<file path="config.mk">
export PLATFORM = sky130hd
export DESIGN_NAME = tlv_stream_decoder_flat
export DESIGN_NICKNAME = d
export VERILOG_FILES = /design/src/design/tsd_pkg.sv /design/src/design/tsd_in_if.sv /design/src/design/tsd_out_if.sv /design/src/design/tsd_cfg_if.sv /design/src/design/tsd_cfg_regs.sv /design/src/design/tsd_parser.sv /design/src/design/tsd_out_reg.sv /design/src/design/tlv_stream_decoder.sv /design/src/flat_wrapper.sv
export SDC_FILE = /design/constraint.sdc
export NUM_CORES = 1
export LEC_CHECK = 0
export BUFFER_PORTS_ARGS = -buffer_cell sky130_fd_sc_hd__buf_2
export CORE_MARGIN = 10
export CORE_UTILIZATION = 40
export DETAILED_ROUTE_END_ITERATION = 7
export PLACE_DENSITY = 0.68
export SLEW_MARGIN = 20
export SYNTH_ARGS = -nofsm -noshare
export SYNTH_HDL_FRONTEND = slang
export SYNTH_SLANG_ARGS = --single-unit
</file>
<file path="constraint.sdc">
create_clock -name clk -period 10.8 [get_ports clk]
set_clock_uncertainty 0.05 [all_clocks]
set_input_delay 0.54 -clock clk [delete_from_list [all_inputs] [get_ports clk]]
set_output_delay 0.54 -clock clk [all_outputs]
set_load 0.03 [all_outputs]
</file>
<file path="src/design/tsd_pkg.sv">
// Package for the TLV stream decoder: codes, register indexes and shared types.
`timescale 1ns / 1ps
`default_nettype none

package tsd_pkg;

  // Entry kinds
  localparam logic [2:0] KIND_BUFFER   = 3'd0;
  localparam logic [2:0] KIND_UNSIGNED = 3'd1;
  localparam logic [2:0] KIND_ETHERNET = 3'd2;
  localparam logic [2:0] KIND_IP       = 3'd3;
  localparam logic [2:0] KIND_END      = 3'd4;
  localparam logic [2:0] KIND_OTHER    = 3'd5;

  // Entry status
  localparam logic [1:0] STATUS_OK        = 2'd0;
  localparam logic [1:0] STATUS_END       = 2'd1;
  localparam logic [1:0] STATUS_TRUNCATED = 2'd2;
  localparam logic [1:0] STATUS_BAD_SIZE  = 2'd3;

  // Configuration register indexes
  localparam int unsigned CFG_INDEX_W = 3;
  localparam logic [CFG_INDEX_W-1:0] REG_CODE_BUFFER     = 3'd0;
  localparam logic [CFG_INDEX_W-1:0] REG_CODE_UNSIGNED   = 3'd1;
  localparam logic [CFG_INDEX_W-1:0] REG_CODE_ETHERNET   = 3'd2;
  localparam logic [CFG_INDEX_W-1:0] REG_CODE_IP_ADDRESS = 3'd3;
  localparam logic [CFG_INDEX_W-1:0] REG_CODE_END_MARKER = 3'd4;

  // Register reset values
  localparam logic [31:0] RST_CODE_BUFFER     = 32'd1;
  localparam logic [31:0] RST_CODE_UNSIGNED   = 32'd2;
  localparam logic [31:0] RST_CODE_ETHERNET   = 32'd3;
  localparam logic [31:0] RST_CODE_IP_ADDRESS = 32'd4;
  localparam logic [31:0] RST_CODE_END_MARKER = 32'd100;

  // Header is a 4-byte type then a 4-byte length
  localparam logic [2:0] HDR_LAST_BYTE = 3'd7;

  typedef struct packed {
    logic [31:0] code_buffer;
    logic [31:0] code_unsigned;
    logic [31:0] code_ethernet;
    logic [31:0] code_ip_address;
    logic [31:0] code_end_marker;
  } codes_t;

  typedef struct packed {
    logic        value_byte_valid;
    logic [7:0]  value_byte;
    logic        entry_done;
    logic [1:0]  entry_status;
    logic [2:0]  entry_kind;
    logic [31:0] type_code;
    logic [31:0] value_length;
    logic [63:0] decoded_value;
  } result_t;

endpackage

`default_nettype wire

</file>
<file path="src/design/tsd_in_if.sv">
// Input byte channel of the TLV stream decoder.
`timescale 1ns / 1ps
`default_nettype none

interface tsd_in_if;
  logic       valid;
  logic       ready;
  logic [7:0] in_byte;
  logic       buffer_last;

  modport source (output valid, output in_byte, output buffer_last, input ready);
  modport sink   (input valid, input in_byte, input buffer_last, output ready);
endinterface

`default_nettype wire

</file>
<file path="src/design/tsd_out_if.sv">
// Result channel of the TLV stream decoder.
`timescale 1ns / 1ps
`default_nettype none

interface tsd_out_if;
  logic        valid;
  logic        ready;
  logic        value_byte_valid;
  logic [7:0]  value_byte;
  logic        entry_done;
  logic [1:0]  entry_status;
  logic [2:0]  entry_kind;
  logic [31:0] type_code;
  logic [31:0] value_length;
  logic [63:0] decoded_value;

  modport source (output valid, output value_byte_valid, output value_byte,
                  output entry_done, output entry_status, output entry_kind,
                  output type_code, output value_length, output decoded_value,
                  input ready);
  modport sink   (input valid, input value_byte_valid, input value_byte,
                  input entry_done, input entry_status, input entry_kind,
                  input type_code, input value_length, input decoded_value,
                  output ready);
endinterface

`default_nettype wire

</file>
<file path="src/design/tsd_cfg_if.sv">
// Configuration write channel of the TLV stream decoder.
`timescale 1ns / 1ps
`default_nettype none

interface tsd_cfg_if;
  logic        valid;
  logic        ready;
  logic [2:0]  index;
  logic [31:0] data;

  modport source (output valid, output index, output data, input ready);
  modport sink   (input valid, input index, input data, output ready);
endinterface

`default_nettype wire

</file>
<file path="src/design/tsd_cfg_regs.sv">
// Type code registers of the TLV stream decoder.
`timescale 1ns / 1ps
`default_nettype none

module tsd_cfg_regs
  import tsd_pkg::*;
(
  input  wire logic  clk,
  input  wire logic  rst,
  tsd_cfg_if.sink    cfg,
  output codes_t     codes
);

  assign cfg.ready = 1'b1;

  always_ff @(posedge clk) begin
    if (rst) begin
      codes.code_buffer     <= RST_CODE_BUFFER;
      codes.code_unsigned   <= RST_CODE_UNSIGNED;
      codes.code_ethernet   <= RST_CODE_ETHERNET;
      codes.code_ip_address <= RST_CODE_IP_ADDRESS;
      codes.code_end_marker <= RST_CODE_END_MARKER;
    end else if (cfg.valid) begin
      case (cfg.index)
        REG_CODE_BUFFER:     codes.code_buffer     <= cfg.data;
        REG_CODE_UNSIGNED:   codes.code_unsigned   <= cfg.data;
        REG_CODE_ETHERNET:   codes.code_ethernet   <= cfg.data;
        REG_CODE_IP_ADDRESS: codes.code_ip_address <= cfg.data;
        REG_CODE_END_MARKER: codes.code_end_marker <= cfg.data;
        default: ;  // unmapped index, write dropped
      endcase
    end
  end

endmodule

`default_nettype wire

</file>
<file path="src/design/tsd_parser.sv">
// TLV header/value parser: state registers and per-byte result logic.
`timescale 1ns / 1ps
`default_nettype none

module tsd_parser
  import tsd_pkg::*;
(
  input  wire logic        clk,
  input  wire logic        rst,
  input  wire logic        fire,
  input  wire logic [7:0]  in_byte,
  input  wire logic        buffer_last,
  input  wire codes_t      codes,
  output logic             has_result,
  output result_t          result
);

  logic        in_value_phase, in_value_phase_next;
  logic [2:0]  header_count, header_count_next;
  logic [31:0] type_reg, type_reg_next;
  logic [31:0] length_reg, length_reg_next;
  logic [31:0] remaining, remaining_next;
  logic [63:0] value_accum, value_accum_next;

  function automatic logic [2:0] classify(logic [31:0] t, codes_t c);
    logic [2:0] k;
    if (t == c.code_end_marker)      k = KIND_END;
    else if (t == c.code_buffer)     k = KIND_BUFFER;
    else if (t == c.code_unsigned)   k = KIND_UNSIGNED;
    else if (t == c.code_ethernet)   k = KIND_ETHERNET;
    else if (t == c.code_ip_address) k = KIND_IP;
    else                             k = KIND_OTHER;
    return k;
  endfunction

  // Entry report fields; value byte fields are left clear
  function automatic result_t finish(logic truncated, logic header_cut,
                                     logic [31:0] t, logic [31:0] n,
                                     logic [63:0] acc, codes_t c);
    result_t r;
    r = '0;
    r.entry_done   = 1'b1;
    r.entry_kind   = header_cut ? KIND_OTHER : classify(t, c);
    r.entry_status = STATUS_OK;
    r.type_code    = t;
    r.value_length = n;
    if (truncated) begin
      r.entry_status = STATUS_TRUNCATED;
    end else begin
      case (r.entry_kind)
        KIND_END: begin
          r.entry_status = STATUS_END;
        end
        KIND_UNSIGNED: begin
          if (n == 32'd1 || n == 32'd2 || n == 32'd4 || n == 32'd8)
            r.decoded_value = acc;
          else
            r.entry_status = STATUS_BAD_SIZE;
        end
        KIND_ETHERNET: begin
          if (n == 32'd6) r.decoded_value = {16'd0, acc[47:0]};
          else            r.entry_status = STATUS_BAD_SIZE;
        end
        KIND_IP: begin
          if (n == 32'd4)       r.decoded_value = {32'd0, acc[31:0]};
          else if (n != 32'd16) r.entry_status = STATUS_BAD_SIZE;
        end
        default: ;
      endcase
    end
    return r;
  endfunction

  always_comb begin
    in_value_phase_next = in_value_phase;
    header_count_next   = header_count;
    type_reg_next       = type_reg;
    length_reg_next     = length_reg;
    remaining_next      = remaining;
    value_accum_next    = value_accum;
    has_result          = 1'b0;
    result              = '0;

    if (in_value_phase) begin
      value_accum_next = {value_accum[55:0], in_byte};
      remaining_next   = remaining - 32'd1;
      if (remaining == 32'd1) begin
        result = finish(1'b0, 1'b0, type_reg, length_reg, value_accum_next, codes);
        in_value_phase_next = 1'b0;
        header_count_next   = '0;
      end else if (buffer_last) begin
        result = finish(1'b1, 1'b0, type_reg, length_reg, value_accum_next, codes);
        in_value_phase_next = 1'b0;
        header_count_next   = '0;
      end
      has_result              = 1'b1;
      result.value_byte_valid = 1'b1;
      result.value_byte       = in_byte;
    end else begin
      if (header_count == '0) begin
        type_reg_next   = '0;
        length_reg_next = '0;
      end
      if (!header_count[2]) type_reg_next   = {type_reg_next[23:0], in_byte};
      else                  length_reg_next = {length_reg_next[23:0], in_byte};
      header_count_next = header_count + 3'd1;

      if (header_count == HDR_LAST_BYTE) begin
        value_accum_next = '0;
        if (length_reg_next == '0) begin
          has_result = 1'b1;
          result = finish(1'b0, 1'b0, type_reg_next, length_reg_next, '0, codes);
        end else if (buffer_last) begin
          has_result = 1'b1;
          result = finish(1'b1, 1'b0, type_reg_next, length_reg_next, '0, codes);
        end else begin
          in_value_phase_next = 1'b1;
          remaining_next      = length_reg_next;
        end
      end else if (buffer_last) begin
        // cut inside the header: partial fields, kind other
        has_result        = 1'b1;
        value_accum_next  = '0;
        header_count_next = '0;
        result = finish(1'b1, 1'b1, type_reg_next, length_reg_next, '0, codes);
      end
    end
  end

  always_ff @(posedge clk) begin
    if (rst) begin
      in_value_phase <= 1'b0;
      header_count   <= '0;
    end else if (fire) begin
      in_value_phase <= in_value_phase_next;
      header_count   <= header_count_next;
    end
  end

  always_ff @(posedge clk) begin
    if (fire) begin
      type_reg    <= type_reg_next;
      length_reg  <= length_reg_next;
      remaining   <= remaining_next;
      value_accum <= value_accum_next;
    end
  end

endmodule

`default_nettype wire

</file>
<file path="src/design/tsd_out_reg.sv">
// Result register of the TLV stream decoder, holding one request for the sink.
`timescale 1ns / 1ps
`default_nettype none

module tsd_out_reg
  import tsd_pkg::*;
(
  input  wire logic     clk,
  input  wire logic     rst,
  input  wire logic     load,
  input  wire result_t  result_in,
  output logic          space,
  tsd_out_if.source     result
);

  logic    valid;
  result_t data;

  // free now, or freed by the sink this cycle
  assign space = !valid || result.ready;

  always_ff @(posedge clk) begin
    if (rst) begin
      valid <= 1'b0;
    end else if (load) begin
      valid <= 1'b1;
    end else if (result.ready) begin
      valid <= 1'b0;
    end
  end

  always_ff @(posedge clk) begin
    if (load) begin
      data <= result_in;
    end
  end

  assign result.valid            = valid;
  assign result.value_byte_valid = data.value_byte_valid;
  assign result.value_byte       = data.value_byte;
  assign result.entry_done       = data.entry_done;
  assign result.entry_status     = data.entry_status;
  assign result.entry_kind       = data.entry_kind;
  assign result.type_code        = data.type_code;
  assign result.value_length     = data.value_length;
  assign result.decoded_value    = data.decoded_value;

endmodule

`default_nettype wire

</file>
<file path="src/design/tlv_stream_decoder.sv">
// Top level of the TLV stream decoder: config registers, parser and result register.
`timescale 1ns / 1ps
`default_nettype none

// A result appears on the output channel in the cycle after its byte request is taken.
// Throughput: one byte per cycle while the sink takes each result; set by the single result register, which takes a
//   new request in the same cycle the sink takes the old one.
// Bytes that give no result (header bytes mid-entry) still need room in the result register to be taken.
// Reset (rst, synchronous, active high): parser back to header byte 0, result
//   register empty, type codes back to their defaults.

module tlv_stream_decoder
  import tsd_pkg::*;
(
  input  wire logic  clk,
  input  wire logic  rst,
  tsd_in_if.sink     in_stream,
  tsd_out_if.source  result,
  tsd_cfg_if.sink    cfg
);

  codes_t  codes;
  result_t parsed;
  logic    has_result;
  logic    space;
  logic    fire;

  // Type codes; the user must write them only while the stream is idle, the block does not enforce it
  tsd_cfg_regs u_cfg (
    .clk   (clk),
    .rst   (rst),
    .cfg   (cfg),
    .codes (codes)
  );

  // Byte request taken whenever the result register has room
  assign in_stream.ready = space;
  assign fire            = in_stream.valid && space;

  // Header collection, value pass-through and entry report
  tsd_parser u_parser (
    .clk         (clk),
    .rst         (rst),
    .fire        (fire),
    .in_byte     (in_stream.in_byte),
    .buffer_last (in_stream.buffer_last),
    .codes       (codes),
    .has_result  (has_result),
    .result      (parsed)
  );

  // Only bytes that give a result (value bytes and entry reports) load the register
  tsd_out_reg u_out (
    .clk       (clk),
    .rst       (rst),
    .load      (fire && has_result),
    .result_in (parsed),
    .space     (space),
    .result    (result)
  );

endmodule

`default_nettype wire
</file>
<file path="src/flat_wrapper.sv">
// flat-port wrapper written by rule: the top's interface ports become plain ports
module tlv_stream_decoder_flat import tsd_pkg::*;
  (clk, rst, in_stream_valid, in_stream_in_byte, in_stream_buffer_last, in_stream_ready, result_valid, result_value_byte_valid, result_value_byte, result_entry_done, result_entry_status, result_entry_kind, result_type_code, result_value_length, result_decoded_value, result_ready, cfg_valid, cfg_index, cfg_data, cfg_ready);
  tsd_in_if in_stream_i ();
  tsd_out_if result_i ();
  tsd_cfg_if cfg_i ();
  input  wire logic clk;
  input  wire logic rst;
  input wire logic [$bits(in_stream_i.valid)-1:0] in_stream_valid;
  input wire logic [$bits(in_stream_i.in_byte)-1:0] in_stream_in_byte;
  input wire logic [$bits(in_stream_i.buffer_last)-1:0] in_stream_buffer_last;
  output wire logic [$bits(in_stream_i.ready)-1:0] in_stream_ready;
  output wire logic [$bits(result_i.valid)-1:0] result_valid;
  output wire logic [$bits(result_i.value_byte_valid)-1:0] result_value_byte_valid;
  output wire logic [$bits(result_i.value_byte)-1:0] result_value_byte;
  output wire logic [$bits(result_i.entry_done)-1:0] result_entry_done;
  output wire logic [$bits(result_i.entry_status)-1:0] result_entry_status;
  output wire logic [$bits(result_i.entry_kind)-1:0] result_entry_kind;
  output wire logic [$bits(result_i.type_code)-1:0] result_type_code;
  output wire logic [$bits(result_i.value_length)-1:0] result_value_length;
  output wire logic [$bits(result_i.decoded_value)-1:0] result_decoded_value;
  input wire logic [$bits(result_i.ready)-1:0] result_ready;
  input wire logic [$bits(cfg_i.valid)-1:0] cfg_valid;
  input wire logic [$bits(cfg_i.index)-1:0] cfg_index;
  input wire logic [$bits(cfg_i.data)-1:0] cfg_data;
  output wire logic [$bits(cfg_i.ready)-1:0] cfg_ready;
  assign in_stream_i.valid = in_stream_valid;
  assign in_stream_i.in_byte = in_stream_in_byte;
  assign in_stream_i.buffer_last = in_stream_buffer_last;
  assign in_stream_ready = in_stream_i.ready;
  assign result_valid = result_i.valid;
  assign result_value_byte_valid = result_i.value_byte_valid;
  assign result_value_byte = result_i.value_byte;
  assign result_entry_done = result_i.entry_done;
  assign result_entry_status = result_i.entry_status;
  assign result_entry_kind = result_i.entry_kind;
  assign result_type_code = result_i.type_code;
  assign result_value_length = result_i.value_length;
  assign result_decoded_value = result_i.decoded_value;
  assign result_i.ready = result_ready;
  assign cfg_i.valid = cfg_valid;
  assign cfg_i.index = cfg_index;
  assign cfg_i.data = cfg_data;
  assign cfg_ready = cfg_i.ready;
  tlv_stream_decoder u_core (.clk(clk), .rst(rst), .in_stream(in_stream_i), .result(result_i), .cfg(cfg_i));
endmodule
</file>
Yosys cells after proc, flatten, opt, wreduce, memory -nomap -nowiden
Cells that the tools add are included.
{"block": "word_totals", "ram_bits": 0, "romBits": 0, "regBits": 460, "latchBits": 0, "input_bits": 49, "mem_count": 0}
{"block": "op_classes", "n_bitwise": 1, "mux": 65, "n_addsub": 2, "n_shift": 0, "eq_ne": 39, "reduce_logical": 25, "n_div": 0, "n_mul": 0, "n_lt_le_gt_ge": 0}
{"cell": "$mux 134", "count": 6}
{"cell": "$mux 32", "count": 11}
{"cell": "$eq 32x32->1", "count": 10}
{"cell": "$pmux 64 s3", "count": 1}
{"cell": "$mux 56", "count": 3}
{"cell": "$mux 142", "count": 1}
{"cell": "$eq 32x3->1 const B", "count": 4}
{"cell": "$eq 32x1->1 const B", "count": 3}
{"cell": "$eq 32x2->1 const B", "count": 2}
{"cell": "$eq 32x4->1 const B", "count": 2}
{"cell": "$mux 64", "count": 1}
{"cell": "$ne 32x5->1 const B", "count": 2}
{"cell": "$mux 3", "count": 20}
{"cell": "$mux 48", "count": 1}
{"cell": "$logic_not 32->1", "count": 1}
{"cell": "$sub 32x1->32 const B", "count": 1}
{"cell": "$eq 3x2->1 const B", "count": 6}
{"cell": "$mux 2", "count": 8}
{"cell": "$pmux 2 s4", "count": 2}
{"cell": "$reduce_and 2->1", "count": 8}
{"cell": "$eq 3x3->1 const B", "count": 4}
{"cell": "$mux 1", "count": 11}
{"cell": "$eq 3x1->1 const B", "count": 3}
{"cell": "$logic_or 1x1->1", "count": 7}
{"cell": "11 further kinds", "count": 14}

Logic depth before layout (Yosys ltp)
Gate-level depths: netlist (run 1).
{"block": "depth", "word_depth": 18, "depth_mapped": 14, "depth_no_buf": 12}

By module
Synthesis (run 1) repeated with hierarchy kept, for this count alone.
{"block": "unflattened", "cells_unflattened": 2265, "hier_area_um2": 24412.2}
{"mod": "tsd_parser", "cells_per_inst": 1551, "n_inst": 1, "seq_area_each_um2": 4644.5, "area_per_inst_um2": 13773.2}
{"mod": "tsd_cfg_regs", "cells_per_inst": 565, "n_inst": 1, "seq_area_each_um2": 3203.1, "area_per_inst_um2": 6286.0}
{"mod": "tsd_out_reg", "cells_per_inst": 147, "n_inst": 1, "seq_area_each_um2": 4314.1, "area_per_inst_um2": 4340.4}
{"mod": "tlv_stream_decoder", "cells_per_inst": 2, "n_inst": 1, "seq_area_each_um2": 0.0, "area_per_inst_um2": 12.5}

Least setup slack after synthesis (run 1)
Ideal clock, no wire load.
{"block": "synth_timing", "path_type": "reg-to-reg", "startpoint": "register u_core.u_parser.length_reg[2]", "endpoint": "register u_core.u_out.data, in the netlist u_core.u_out.result.decoded_value[0], enable pin", "path_stages_with_launch": 8, "synth_period_minus_slack_ns": 8.258, "setup_slack_ns": 2.542, "path_buffers": 1, "arrival_ns": 7.560, "setup_time_ns": 0.648, "path_cell_list": "edfxtp_1 clkbuf_1 nor3b_1 a21oi_1 nand3_1 nor2_1 a211oi_1 nor2_1"}
{"block": "synth_between", "elab_chain_cells": 8}
{"item": "start, declared", "line_no": "tsd_parser.sv:21", "rtl": "logic [31:0] length_reg, length_reg_next;"}
{"item": "start signal, assigned", "line_no": "tsd_parser.sv:143", "rtl": "length_reg <= length_reg_next;"}
{"item": "$mux 32", "line_no": "tsd_parser.sv:100", "rtl": "if (header_count == '0) begin"}
{"item": "$mux 32", "line_no": "tsd_parser.sv:104", "rtl": "if (!header_count[2]) type_reg_next = {type_reg_next[23:0], in_byte};"}
{"item": "$mux 32", "line_no": "tsd_parser.sv:84", "rtl": "if (in_value_phase) begin"}
{"item": "$logic_not 32->1", "line_no": "tsd_parser.sv:110", "rtl": "if (length_reg_next == '0) begin"}
{"item": "$mux 1", "line_no": "tsd_parser.sv:110"}
{"item": "$mux 1", "line_no": "tsd_parser.sv:108", "rtl": "if (header_count == HDR_LAST_BYTE) begin"}
{"item": "$mux 1", "line_no": "tsd_parser.sv:84"}
{"item": "$logic_and 1x1->1", "line_no": "tlv_stream_decoder.sv:56", "rtl": ".load (fire && has_result),"}
{"item": "named net u_core.u_out.load", "line_no": "tsd_out_reg.sv:10", "rtl": "input wire logic load,"}
{"item": "end signal, assigned", "line_no": "tsd_out_reg.sv:34", "rtl": "data <= result_in;"}
{"item": "end, declared", "line_no": "tsd_out_reg.sv:17", "rtl": "result_t data;"}
The timed path passes the listed nets, and every way through them passes these cells. The select of a mux whose other input is x is not followed.
A chain may end at the register's enable or synchronous reset.

Worst setup path after layout (run 1)
{"block": "layout_timing", "startpoint": "register u_core.u_parser.header_count[2]", "endpoint": "register u_core.u_out.data, in the netlist u_core.u_out.result.decoded_value[30], enable pin"}
{"block": "layout_between", "elab_chain_cells": 9, "elab_cells_between_ends": 10}
{"item": "start, declared", "line_no": "tsd_parser.sv:19", "rtl": "logic [2:0] header_count, header_count_next;"}
{"item": "start signal, assigned", "line_no": "tsd_parser.sv:136", "rtl": "header_count <= header_count_next;"}
{"item": "$logic_not 3->1", "line_no": "tsd_parser.sv:100"}
{"item": "$mux 32", "line_no": "tsd_parser.sv:100"}
{"item": "$mux 32", "line_no": "tsd_parser.sv:104"}
{"item": "$mux 32", "line_no": "tsd_parser.sv:84"}
{"item": "$logic_not 32->1", "line_no": "tsd_parser.sv:110"}
{"item": "$mux 1", "line_no": "tsd_parser.sv:110"}
{"item": "$mux 1 *", "line_no": "tsd_parser.sv:108"}
{"item": "$mux 1 *", "line_no": "tsd_parser.sv:84"}
{"item": "$logic_and 1x1->1 *", "line_no": "tlv_stream_decoder.sv:56"}
{"item": "named net u_core.u_out.load", "line_no": "tsd_out_reg.sv:10"}
The timed path passes the listed nets; every way through them passes the cells marked *. The select of a mux whose other input is x is not followed.

==> results of run 1 <==
-- metal layers --
layer	global-route usage [%]	up-vias	routed length, µm
met5	0	-	0
met4	10.88	0	3927
met3	3.683	193	7072
met2	35.73	924	36400
met1	29.23	9201	31760
li1	-	8577	-
-- power by group --
part | switching (mW) | internal [mW] | total (mW)
clock | 0.742 | 1.04 | 1.78
sequential | 0.0779 | 1.93 | 2.01
combinational | 0.285 | 0.131 | 0.417
-- worst max-delay path: cells and delay by family, from the launching register on --
family	cells	cell delay, ns
and+or+nand+nor	4	1.53
DFF	1	0.77
AOI/OAI and AO/OA	3	0.45
buffers and inverters	3	2.20
-- area by class of cell --
| type | instances | area share [%] |
|---|---|---|
| Timing Repair Buffer | 218 | 4.351 |
| Sequential cell | 460 | 45.80 |
| Clock buffer | 62 | 4.953 |
| Tap cell | 765 | 3.602 |
| Multi-Input combinational cell | 1715 | 39.05 |
| Inverter | 50 | 0.7063 |
| Clock inverter | 32 | 1.540 |
-- final timing paths --
kind                                                               to  slack (ns)  depth (start not counted)
worst min-delay path                          u_core.u_cfg.codes[100]        0.18                          3
worst max register to register  u_core.u_out.result.decoded_value[30]        5.30                         10
worst max-delay path            u_core.u_out.result.decoded_value[30]        5.30                         10
worst min register to register                 u_core.u_cfg.codes[31]        0.44                          2
-- per-stage QoR --
step	worst slack [ns]	util [%]	hold WS, ns
floorplan	2.542	-	0.4188
global placement	5.366	42.98	0.4296
detailed placement	5.320	42.98	0.4365
CTS	5.297	45.97	0.1512
global route	4.840	45.97	0.1681
finish	5.298	45.97	0.1807
-- cell families (layout without fill, tap and decap cells) --
logic type | after synthesis | count (layout)
xor gates and xnor gates | 281 | 281
muxes | 38 | 38
buffers and inverters | 211 | 362
adders and majority gates | 5 | 5
and+or+nand+nor | 983 | 983
DFF | 460 | 460
other | 1 | 1
AOI/OAI and AO/OA | 407 | 407
-- cells in the mapped netlist (all sizes together), types with 28 or more instances --
cell / instances / share of area [%]
a21oi: 246 / 5.3
and2: 126 / 3.4
and3: 54 / 1.4
buf: 49 / 1.1
clkbuf: 112 / 1.8
dfxtp: 165 / 14
edfxtp: 295 / 38
inv: 50 / 0.80
mux2i: 37 / 1.8
nand2: 446 / 7.2
nand4: 46 / 1.2
nor2: 80 / 1.3
nor3b: 28 / 0.90
nor4: 63 / 1.9
o21ai: 70 / 1.5
xnor2: 206 / 7.7
xor2: 75 / 2.8
==> reports/metrics.cfg, run 1 <==
[global_route]
grt_use_total_pct=22.39
grt_max_degree=97
grt-ovfl-total=0
grt_first_pass_wirelength_um=115400
grt_pass1_vias=18010
grt_antenna_before_repair=3

[clock_network]
cts_setup_buffers=0
cts_tree=built
cts_hold_buf=0
clk_latency_ns=0.62
cts_resized=0
clock_path_buffers=3
clockRootBuffer=clkbuf_16
path_clk_slew_ns=0.06
cts_sinks=460
htree_num_levels=2
cts_buffers=50

[synth]
synth.area.mux_share_pct=1.875
synth_top_family_by_area=simple AND/OR/NAND/NOR gates
yosys_warnings=0
syn-num-nets=2440
ys_seq_area_share_pct=52.08
ys.flop_type=edfxtp_1
yosysUniqueCellTypes=66
synthArstFlopShare_pct=0
synth-seq-cells=460
synth_area_mm2=0.02335
synthXorXnorAreaFrac_pct=10.54
synth_area_per_cell_um2=9.788
synth_edf_count=295
synth_compound_area_share_pct=9.858
syn-instance-count=2386
yosys.area_share.simple_pct=21.64
synthAdderAreaFrac_pct=0.2679

[critical_path]
worstReg2RegStart=u_core.u_parser.header_count[2]
critPathSlowestCell=buf_4
path_cells=buf_4 -> nor4b_1 -> nand3_1 -> o21ai_0 -> o211ai_1 -> nor2_1 -> a211oi_1 -> nor2_4 -> buf_4 -> buf_4
cp_common_cell=buf_4
crit_start=u_core.u_parser.header_count[2]
path_max_fanout=96
slowest_delay_ns=0.81
start_kind=flop
critPathCaptureType=flop
critical_path_class=flop to flop
required_ns=11.00
cp.arrival_ns=5.70

[cells_and_area]
layout.area.seq_mm2=0.01217
areaGrowthSynthToFinish_pct=13.79
stdcell_area_mm2=0.02657
layout_commonest_cell=nand2_1
nFillCells=5439
mostFrequentLayoutCells=nand2_1 (446), edfxtp_1 (295), a21oi_1 (245)
drive_above_1_share_pct=13.09
multi_input_area_mm2=0.01038
fin_nets=2549
antennaDiodeCount=0
largest_reg_flops=160
layout.cells.non_filler=3302
top_register=u_core.u_cfg.codes

[floorplanning]
initial_core_util_pct=40.40
row_count=88
die_w_um=261.6
fp.dieH_um=261.6
boundaryPins=195
die_area_mm2=0.06845
core_region_area_mm2=0.05781

[timing]
rsz0062_at_grt=no
maxSlewViolCount=0
relSlewSlack_pct=29.89
max_freq_ghz=0.1818
fin_tns_setup_ns=0
worstMarginPinSlew_ns=1.049
setup_violations=0
finalCritPeriodShare_pct=50.94
final-hold-violation-count=0
finalCriticalPeriod_ns=5.502

[route]
post_drt_wl_per_cell_um=23.97
drt_iter0_drc=2050
postRouteAntennaNets=0
drc=0
first_pass_iters=5
vias=18900
via_per_inst=5.722
wirelength_um=79160

[hold_path]
hp-class=primary input to flop
worstHoldStart=cfg_data[4]

[power]
total_power_mw=4.211
power_density_mw_per_mm2=158.5
p_leak_nw=9.489
peakVddDrop_mv=0.1498

[status]
status=finished, final reports clean

[placed_design]
dpl.hpwl_um=56960
portBuffers=193
gp_congestion=1.009
place_area_mm2=0.02485
place_inst=3208

[job]
cap_violations=0

(Power assumes the default switching activity.)
==> run 2, diff against run 1 <==
--- a/config.mk
+++ b/config.mk
@@ -9,7 +9,7 @@
 export CORE_MARGIN = 10
 export CORE_UTILIZATION = 40
 export DETAILED_ROUTE_END_ITERATION = 7
-export PLACE_DENSITY = 0.68
+export PLACE_DENSITY = 0.7
 export SLEW_MARGIN = 20
 export SYNTH_ARGS = -nofsm -noshare
 export SYNTH_HDL_FRONTEND = slang
==> constraint.sdc (replaced) <==
create_clock -name clk -period 4.7 [get_ports clk]
set_clock_uncertainty 0.05 [all_clocks]
set_input_delay 0.235 -clock clk [delete_from_list [all_inputs] [get_ports clk]]
set_output_delay 0.235 -clock clk [all_outputs]
set_load 0.03 [all_outputs]
==> reports/metrics.cfg, run 2 (synthesis results as in run 1) <==
[critical_path]
critPathCaptureType=flop  ; unchanged
required_ns=5.00  ; was 11.00 ns
reg2reg_depth=9  ; was 10
critical_path_class=flop to flop  ; unchanged
start_kind=flop  ; unchanged
cp.arrival_ns=4.45  ; was 5.70 ns
path_max_fanout=65  ; was 96
r2r_end=u_core.u_out.result.entry_status[1]  ; was u_core.u_out.result.decoded_value[30]
critPathCapture=u_core.u_out.result.entry_status[1]  ; was u_core.u_out.result.decoded_value[30]
rrSetupSlack_ns=0.55  ; was 5.30 ns
worstReg2RegStart=u_core.u_parser.header_count[2]  ; unchanged
crit_start=u_core.u_parser.header_count[2]  ; unchanged

[placed_design]
dpl.hpwl_um=60820  ; was 56960 µm
place_inst=3245  ; was 3208
place_area_mm2=0.02518  ; was 0.02485 mm²
pre_cts_ws_ns=0.7586  ; was 5.320 ns
gp_congestion=1.006  ; was 1.009
portBuffers=193  ; unchanged

[clock_network]
cts_buffers=51  ; was 50
clockRootBuffer=clkbuf_16  ; unchanged
htree_num_levels=2  ; unchanged
cts_tree=built  ; unchanged
path_clk_slew_ns=0.06  ; about the same
cts_sinks=460  ; unchanged
cts_resized=0  ; unchanged
clk_latency_ns=0.65  ; was 0.62 ns
clock_path_buffers=3  ; unchanged

[power]
switchingPower_mw=2.636  ; was 1.106 mW
clkPwrFrac_pct=43.5  ; was 42.4%
p_leak_nw=9.896  ; was 9.489 nW
seq_power_share_pct=46.1  ; was 47.7%
peakVddDrop_mv=0.3050  ; was 0.1498 mV
switching_share_pct=26.33  ; was 26.25%
total_power_mw=10.01  ; was 4.211 mW
p_int_mw=7.373  ; was 3.106 mW
p_comb_share_pct=10.4  ; was 9.9%
power_density_mw_per_mm2=365.4  ; was 158.5 mW/mm²

[cells_and_area]
mostFrequentLayoutCells=nand2_1 (445), edfxtp_1 (295), a21oi_1 (245)  ; was nand2_1 (446), edfxtp_1 (295), a21oi_1 (245)
top_register=u_core.u_cfg.codes  ; unchanged
multi_input_area_mm2=0.01038  ; unchanged
layout_commonest_cell=nand2_1  ; unchanged
stdcell_area_mm2=0.02739  ; was 0.02657 mm²
drive_above_1_share_pct=14.66  ; was 13.09%
layout.cells.non_filler=3377  ; was 3302
fin_nets=2623  ; was 2549
largest_reg_flops=160  ; unchanged
nFillCells=5380  ; was 5439
layout.area.seq_mm2=0.01217  ; unchanged
areaGrowthSynthToFinish_pct=17.28  ; was 13.79%
antennaDiodeCount=0  ; unchanged

[hold_path]
worstHoldStart=in_stream_in_byte[2]  ; was cfg_data[4]
hp-class=primary input to flop  ; unchanged

[timing]
rsz0062_at_grt=no  ; unchanged
worstMarginPinSlew_ns=1.112  ; was 1.049 ns
fin_tns_setup_ns=0  ; unchanged
final-hold-violation-count=0  ; unchanged
relSlewSlack_pct=25.85  ; was 29.89%
layout_setup_ws_ns=0.5524  ; was 5.298 ns
finalCriticalPeriod_ns=4.148  ; was 5.502 ns
setup_violations=0  ; unchanged
finalCritPeriodShare_pct=88.25  ; was 50.94%
maxSlewViolCount=0  ; unchanged
max_freq_ghz=0.2411  ; was 0.1818 GHz

[route]
post_drt_wl_per_cell_um=24.70  ; was 23.97 µm
wirelength_um=83400  ; was 79160 µm
drt_iter0_drc=2087  ; was 2050
postRouteAntennaNets=0  ; unchanged
first_pass_iters=6  ; was 5
via_per_inst=5.633  ; was 5.722
vias=19020  ; was 18900
drc=0  ; unchanged

[floorplanning]
die_w_um=261.6  ; unchanged
fp.dieH_um=261.6  ; unchanged
initial_core_util_pct=40.40  ; unchanged
core_region_area_mm2=0.05781  ; unchanged
row_count=88  ; unchanged
die_area_mm2=0.06845  ; unchanged
boundaryPins=195  ; unchanged

[job]
cap_violations=0  ; unchanged

[status]
status=finished, final reports clean  ; unchanged

[global_route]
grt_antenna_before_repair=2  ; was 3
grt_max_degree=93  ; was 97
grt-ovfl-total=0  ; unchanged
grt_use_total_pct=23.70  ; was 22.39%
grt_first_pass_wirelength_um=121000  ; was 115400 µm
grt_pass1_vias=18330  ; was 18010

## run 2: changes by cell type in the layout (fill, tap and decap cells not counted), sizes merged
cell | before | now
buf | 218 | 255
clkinv | 20 | 17
dlygate4sd3 | 0 | 36
bufinv | 7 | 8
clkbuf | 62 | 64
clkinvlp | 5 | 6
inv | 50 | 51
## run 2: per-stage QoR
stage / util (%) / hold slack [ns]
final: 47.38 / 0.03338
after global routing: 47.38 / 0.01880
after floorplan: - / 0.3060
after CTS: 47.38 / 0.003244
after global placement: 43.55 / 0.4296
after detailed placement: 43.55 / 0.4352
## run 2: worst min-delay path by stage
stage,to,cells past startpoint,slack (ns)
floorplan,u_core.u_cfg.codes[128],2,0.31
global placement,u_core.u_cfg.codes[108],2,0.43
detailed placement,u_core.u_cfg.codes[18],2,0.44
CTS,u_core.u_out.result.decoded_value[4],2,0.003
global route,u_core.u_out.result.decoded_value[4],2,0.02
finish,u_core.u_out.result.decoded_value[2],2,0.03
## run 2: worst max-delay path, stage by stage (launching register included)
cell and delay (ns):
dfxtp_4 0.90, mux2i_2 0.66, xnor2_1 0.12, a2111oi_0 0.52, nand4_1 0.32, nor4_2 0.56
a21oi_2 0.13, a311oi_1 0.25, o22ai_1 0.12, a21o_1 0.21
## run 2: metal layers
metal,vias up,part of all wire (%),GRT usage (%)
li1,8737,-,-
met2,857,47,39.33
met5,-,0,0
met3,157,7.8,3.376
met4,0,3.9,9.343
met1,9272,41,30.84
## run 2: final cells by class
| cell class | count | share of cell area (%) |
|---|---|---|
| Timing Repair Buffer | 291 | 6.733 |
| Clock buffer | 64 | 5.144 |
| Inverter | 50 | 0.6852 |
| Tap cell | 765 | 3.495 |
| Sequential cell | 460 | 44.43 |
| Multi-Input combinational cell | 1715 | 37.89 |
| Clock inverter | 32 | 1.626 |
## run 2: timing repair
action,in CTS,in global routing
hold endpoints to repair,164,0
hold buffers,36,0
buffers inserted,0,0
## run 2: power by group through the flow
stage          logic [mW]  clock network (mW)  registers, mW
2_1_floorplan       0.551                   0           4.70
3_3_place_gp         1.00                   0           4.69
3_5_place_dp         1.01                   0           4.69
4_1_cts              1.04                4.42           4.61
5_1_grt              1.10                4.60           4.62
6_report             1.04                4.36           4.61
